## src/rtl/lrq_pkg.sv

```systemverilog
package lrq_pkg;

    // Fixed field widths of the stream words
    localparam int ID_W        = 16;
    localparam int RT_FIELD_W  = 48;
    localparam int OCC_W       = 5;
    localparam int STATUS_W    = 2;
    localparam int IN_TDATA_W  = 64;
    localparam int OUT_TDATA_W = 72;

    // Defaults for the top-level parameters
    localparam int DEF_QUEUE_DEPTH  = 16;
    localparam int DEF_RUNTIME_BITS = 48;

    // Operation carried in the input tuser
    localparam logic OP_INSERT = 1'b0;
    localparam logic OP_POP    = 1'b1;

    typedef logic [STATUS_W-1:0] t_status;

    localparam t_status ST_OK    = 2'd0;
    localparam t_status ST_EMPTY = 2'd1;
    localparam t_status ST_FULL  = 2'd2;

    // Commands from the controller to the datapath
    typedef struct packed {
        logic    latch;       // capture the input word
        logic    insert;      // append the latched task, count up, result ok
        logic    res_load;    // set a result with zero task fields
        t_status res_code;    // status for res_load
        logic    scan_start;  // read slot 0
        logic    scan_step;   // compare the slot just read, read the next one
        logic    move_start;  // read the slot behind the chosen one
        logic    move_step;   // write the slot just read one place lower
        logic    pop_done;    // count down, result ok with the chosen task
        logic    load_out;    // move the result to the output register
    } t_dp_cmd;

    // Status from the datapath to the controller
    typedef struct packed {
        logic op_pop;     // latched operation is a pop
        logic empty;      // no task queued
        logic full;       // every slot taken
        logic at_last;    // the slot just read is the last queued one
        logic best_last;  // the chosen slot is the last queued one
        logic out_free;   // output register can take a result this cycle
    } t_dp_sts;

endpackage

```

## src/rtl/lrq_ctrl.sv

```systemverilog
module lrq_ctrl
    import lrq_pkg::*;
(
    input  logic    i_clk,
    input  logic    i_rst_n,
    input  logic    i_s_tvalid,
    output logic    o_s_tready,
    input  t_dp_sts i_sts,
    output t_dp_cmd o_cmd
);

    localparam logic [2:0] S_IDLE = 3'd0;
    localparam logic [2:0] S_EXEC = 3'd1;
    localparam logic [2:0] S_SCAN = 3'd2;
    localparam logic [2:0] S_MOVE = 3'd3;
    localparam logic [2:0] S_DONE = 3'd4;

    logic [2:0] r_state;
    logic [2:0] n_state;

    always_ff @(posedge i_clk) begin
        if (!i_rst_n) begin
            r_state <= S_IDLE;
        end else begin
            r_state <= n_state;
        end
    end

    assign o_s_tready = (r_state == S_IDLE);

    always_comb begin
        n_state = r_state;
        o_cmd   = '0;
        case (r_state)
            S_IDLE: begin
                if (i_s_tvalid) begin
                    o_cmd.latch = 1'b1;
                    n_state     = S_EXEC;
                end
            end
            S_EXEC: begin
                if (!i_sts.op_pop) begin
                    if (i_sts.full) begin
                        o_cmd.res_load = 1'b1;
                        o_cmd.res_code = ST_FULL;
                    end else begin
                        o_cmd.insert = 1'b1;
                    end
                    n_state = S_DONE;
                end else if (i_sts.empty) begin
                    o_cmd.res_load = 1'b1;
                    o_cmd.res_code = ST_EMPTY;
                    n_state        = S_DONE;
                end else begin
                    o_cmd.scan_start = 1'b1;
                    n_state          = S_SCAN;
                end
            end
            S_SCAN: begin
                o_cmd.scan_step = 1'b1;
                if (i_sts.at_last) begin
                    if (i_sts.best_last) begin
                        o_cmd.pop_done = 1'b1;
                        n_state        = S_DONE;
                    end else begin
                        o_cmd.move_start = 1'b1;
                        n_state          = S_MOVE;
                    end
                end
            end
            S_MOVE: begin
                o_cmd.move_step = 1'b1;
                if (i_sts.at_last) begin
                    o_cmd.pop_done = 1'b1;
                    n_state        = S_DONE;
                end
            end
            S_DONE: begin
                if (i_sts.out_free) begin
                    o_cmd.load_out = 1'b1;
                    n_state        = S_IDLE;
                end
            end
            default: begin
                n_state = S_IDLE;
            end
        endcase
    end

endmodule

```

## config.mk

```make
export PLATFORM = sky130hd
export DESIGN_NAME = lrq_ctrl
export DESIGN_NICKNAME = d
export VERILOG_FILES = /design/src/rtl/lrq_pkg.sv /design/src/rtl/lrq_ctrl.sv
export SDC_FILE = /design/constraint.sdc
export NUM_CORES = 1
export LEC_CHECK = 0
export BUFFER_PORTS_ARGS = -buffer_cell sky130_fd_sc_hd__buf_2
export CAP_MARGIN = 20
export CORE_AREA = 4 4 41 43
export DETAILED_ROUTE_END_ITERATION = 16
export DIE_AREA = 0 0 45 47
export PLACE_DENSITY_LB_ADDON = 0.2
export RECOVER_POWER = 50
export SYNTH_ARGS = -nofsm -noshare
export SYNTH_HDL_FRONTEND = slang
export SYNTH_SLANG_ARGS = --single-unit
```

## constraint.sdc

```tcl
create_clock -name i_clk -period 1 [get_ports i_clk]
set_input_delay 0.05 -clock i_clk [delete_from_list [all_inputs] [get_ports i_clk]]
set_output_delay 0.05 -clock i_clk [all_outputs]
set_load 0.005 [all_outputs]
```

# [Yosys cells after proc, flatten, opt, wreduce, memory -nomap -nowiden]
# Index checks and enable logic that the tools add are counted.
[word_totals] romBits=0 latchBits=0 elab_cells=39 in_bits=9 reg_bits=3 output_inout_bits=12 mem_bits_rw=0 memories=0
[classes] div=0 multipliers=0 n_addsub=0 n_reduce_logical=2 n_mux=28 bitwise_logic=0 n_eq_ne=8 shifts=0 magnitude_cmp=0
[ops] cell="$mux 3" count=10
[ops] cell="$pmux 3 s5" count=1
[ops] cell="$mux 1" count=14
[ops] cell="$ne 2x2->1 const B" count=4
[ops] cell="$eq 3x2->1 const B" count=2
[ops] cell="$mux 5" count=1
[ops] cell="$reduce_and 4->1" count=1
[ops] cell="$eq 3x1->1 const B" count=1
[ops] cell="$eq 3x3->1 const B" count=1
[ops] cell="$logic_not 3->1" count=1
[ops] cell="$mux 2" count=1
[ops] cell="$pmux 1 s2" count=1

# [Longest topological paths before layout]
[depth] ltp_word=3 mapped_depth=5 depth_no_buf=4

# [Least setup slack after synthesis]
# OpenSTA, ideal clock, no wires.
[synth_timing] path_type="register -> register" startpoint="register r_state[0]" endpoint="register r_state[0]" path_buffers=1 path_slack_ps=-60 arrival_ps=943 path_stages_with_launch=6 cell_sequence="dfxtp_1 buf_4 nor2b_4 and2_4 a22oi_2 nor2b_2"
[synth_between] elab_chain_cells=3
[synth_lines] element="start: declaration" line="lrq_ctrl.sv:18" text="logic [2:0] r_state;"
[synth_lines] element="start signal: assignment" line="lrq_ctrl.sv:25" text="r_state <= n_state;"
[synth_lines] element="$eq 3x2->1, or another cell as far along" line="lrq_ctrl.sv:34" text="case (r_state)"
[synth_lines] element="$ne 2x2->1 (no source line)"
[synth_lines] element="$reduce_and 4->1 (no source line)"
# Several ways; a longest one is shown, not always the timed one.
# A chain may end at the register's enable or synchronous reset.

==> summary.md <==
| Metric | Value |
|---|---|
| CTS tree | yes |
| RSZ-0062 raised after global routing | true |
| Max FO, Critical Path | 4 |
| Top-area cell type share of the netlist area | 18.9% |
| Critical path required time | ~0.95 ns |
| Post-Syn Area | about 320 µm² |
| Post-Syn Nets | 50 |
| Drt total wl | approximately 1100 µm |
| Most common cell after layout, fill and taps aside | buf_2 |
| CP arrival | 1.15 ns |
| Antenna violations before repair | 0 |
| FF+latch count, synth | 3 |
| Clk slew on worst S/H paths | 0.03 ns |
| Largest stage delay, worst path | 0.33 ns |
| Layout cell share with drive strength beyond 1 | roughly 71% |
| Setup ws final | -0.195 ns |
| Most used cell, CP | nor3b_2 |
| Syn avg cell area | 7.75 µm² |
| Commonest non-fill, non-tap cells in the layout | buf_2, buf_4, nand2b_1 |
| Area grow syn2layout | 82.3% |
| Initial core utilization | 24.4% |
| Tmin final | around 1.2 ns |
| Clk Latency, worst-skew pair | 0.23 ns |
| Site Rows | 13 |
| Routed Antenna Nets | 0 |
| Number of flip-flops in the largest register | 3 |
| Peak supply drop | between 0.4 and 0.5 mV |
| Finish-stage setup viols | 15 |
| H-tree depth | 1 |
| Final Instance Count excl. Fillers | 87 |
| Most flops, register | r_state |
| CTS max path bufs | 2 |
| Diodes inserted | 0 |
| Power, Total | 0.000733 W |
| Synth unique cells | 25 |
| Critical-path top delay cell | dfxtp_2 |
| Status | finished with violations |
| Place WS | -0.124 ns |
| Biggest regs | r_state: 3 flops |
| Drt initial violations | 6 |
| Die height | 47 µm |
| GPL Wtd Cong | 0.716 |
| Syn Inst Count | 41 |
| Highest clock rate | 0.837 GHz |
| Rel. slew slack | 82.2% |
| Inserted Clock Buffers | 3 |
| CP Class | reg2out |
| Number of global-route vias before repair | 415 |
| Remaining DRCs | 0 |
| Global-route wire length before repair | approximately 1800 µm |
| Placed Cells | ~80 |
| Final period utilization | 120% |
| CP endpoint kind | output port |
| Worst min path class | in2reg |
| Largest net degree at the start of global routing | 8 |
| TNS Setup | -1.77 ns |
| Failing checks | setup timing |
| Max_cap viols | 0 |
| Worst path cell trace | buf_6 -> nor3b_2 -> nor3b_2 -> buf_2 |
| LEAKAGE | 0.288 nW |
| Final #Nets | 82 |
| Slew @ Worst Pin | roughly 0.26 ns |
| Via density | around 4.7 |
| CTS sink count | 3 |
| Largest cells by area after synthesis | dfxtp_1, nand2b_1, nor3_1 |
| CTS hold repair buffers | 0 |
| Cell taking the most area after synthesis | dfxtp_1 |
| Drt pass-1 iters | 4 |
| GRT overflow | 0 |
| Core ar. | 1300 µm² |
| Routed WL per cell | 12.3 µm |
| Dpl hpwl | 746 µm |
| GRT Resource Usage Total | 11.9% |
| Vias post-DR | 406 |
| Ports | 21 |
| Final hold violations | 0 |
| # port buffers | 20 |
| Die width | 45 µm |
| Max Slew Vio Count | 0 |
| Seq/Total Area, Yosys | a little under a fifth |
| CTS root buffer | clkbuf_4 |
| Clock skew | 0.00271 ns |
| Synth warn | 0 |
| Crit path launch type | flip-flop |
| Die ar. | around 2100 µm² |
| PD cells | 1270 nW/µm² |
[report_power, final]
part | internal [W] | switching [W]
registers | 0.000140 | 0.0000275
clock network | 0.000149 | 0.0000606
logic | 0.000190 | 0.000166
[critical path: cells and delay by family, from the launching register on]
family	cells	cell delay, ns
AND/OR/NAND/NOR	2	0.34
flip-flops	1	0.33
buffers and inverters	2	0.25
[final timing paths]
path | cells past startpoint | end | slack (ns) | startpoint
setup reg to reg | 5 | r_state[0] | -0.13 | r_state[0]
setup / recovery | 4 | o_cmd[3] | -0.20 | r_state[0]
hold reg to reg | 3 | r_state[2] | 0.65 | r_state[1]
hold / removal | 2 | r_state[0] | 0.09 | i_rst_n
[per-layer routing]
metal | wire length, µm | up-vias | track usage [%]
met4 | 0 | 0 | 3.51
met3 | 103 | 0 | 4.21
met1 | 369 | 183 | 12.0
li1 | - | 205 | -
met2 | 599 | 18 | 22.9
met5 | 0 | - | 0
[cells in the mapped netlist (all sizes together)]
| cell | number |
|---|---|
| nor2b | 3 |
| nor3b | 3 |
| inv | 1 |
| nor2 | 4 |
| and2 | 2 |
| a22oi | 1 |
| nand2b | 7 |
| nand2 | 2 |
| buf | 2 |
| nor3 | 4 |
| a211oi | 1 |
| o211a | 1 |
| a31oi | 1 |
| dfxtp | 3 |
| a21oi | 2 |
| nand3 | 1 |
| o21ai | 3 |
[repair_timing]
action,in CTS,in global routing
setup buffers,3,1
hold endpoints to repair,0,0
endpoints found under the setup margin,15,15
gates resized for setup,15,3
pin swaps,8,4
gates cloned,0,0
[logic make-up (layout without fill, tap and decap cells)]
logic type | Yosys count | in the layout | share of synthesized area, %
DFF | 3 | 3 | 18.9
AOI/OAI and AO/OA | 9 | 9 | 19.3
buffers and inverters | 3 | 34 | 5.12
and+or+nand+nor | 26 | 26 | 56.7
[area by class of cell]
class / count / area, µm²
Tap cell: 15 / 18.8
Timing Repair Buffer: 29 / 179
Multi-Input combinational cell: 35 / 283
Clock buffer: 4 / 26.3
Fill cell: 148 / 722
Sequential cell: 3 / 68.8
Inverter: 1 / 3.75
[stage by stage]
step	instance area (µm²)	hold WS (ns)	util, %
after global routing	579	0.0954	44.5
after detailed placement	462	0.315	35.5
after floorplan	324	0.133	-
after CTS	562	0.0764	43.2
final	579	0.0888	44.5
after global placement	462	0.313	35.5
Power figures use the tool's default switching activity.
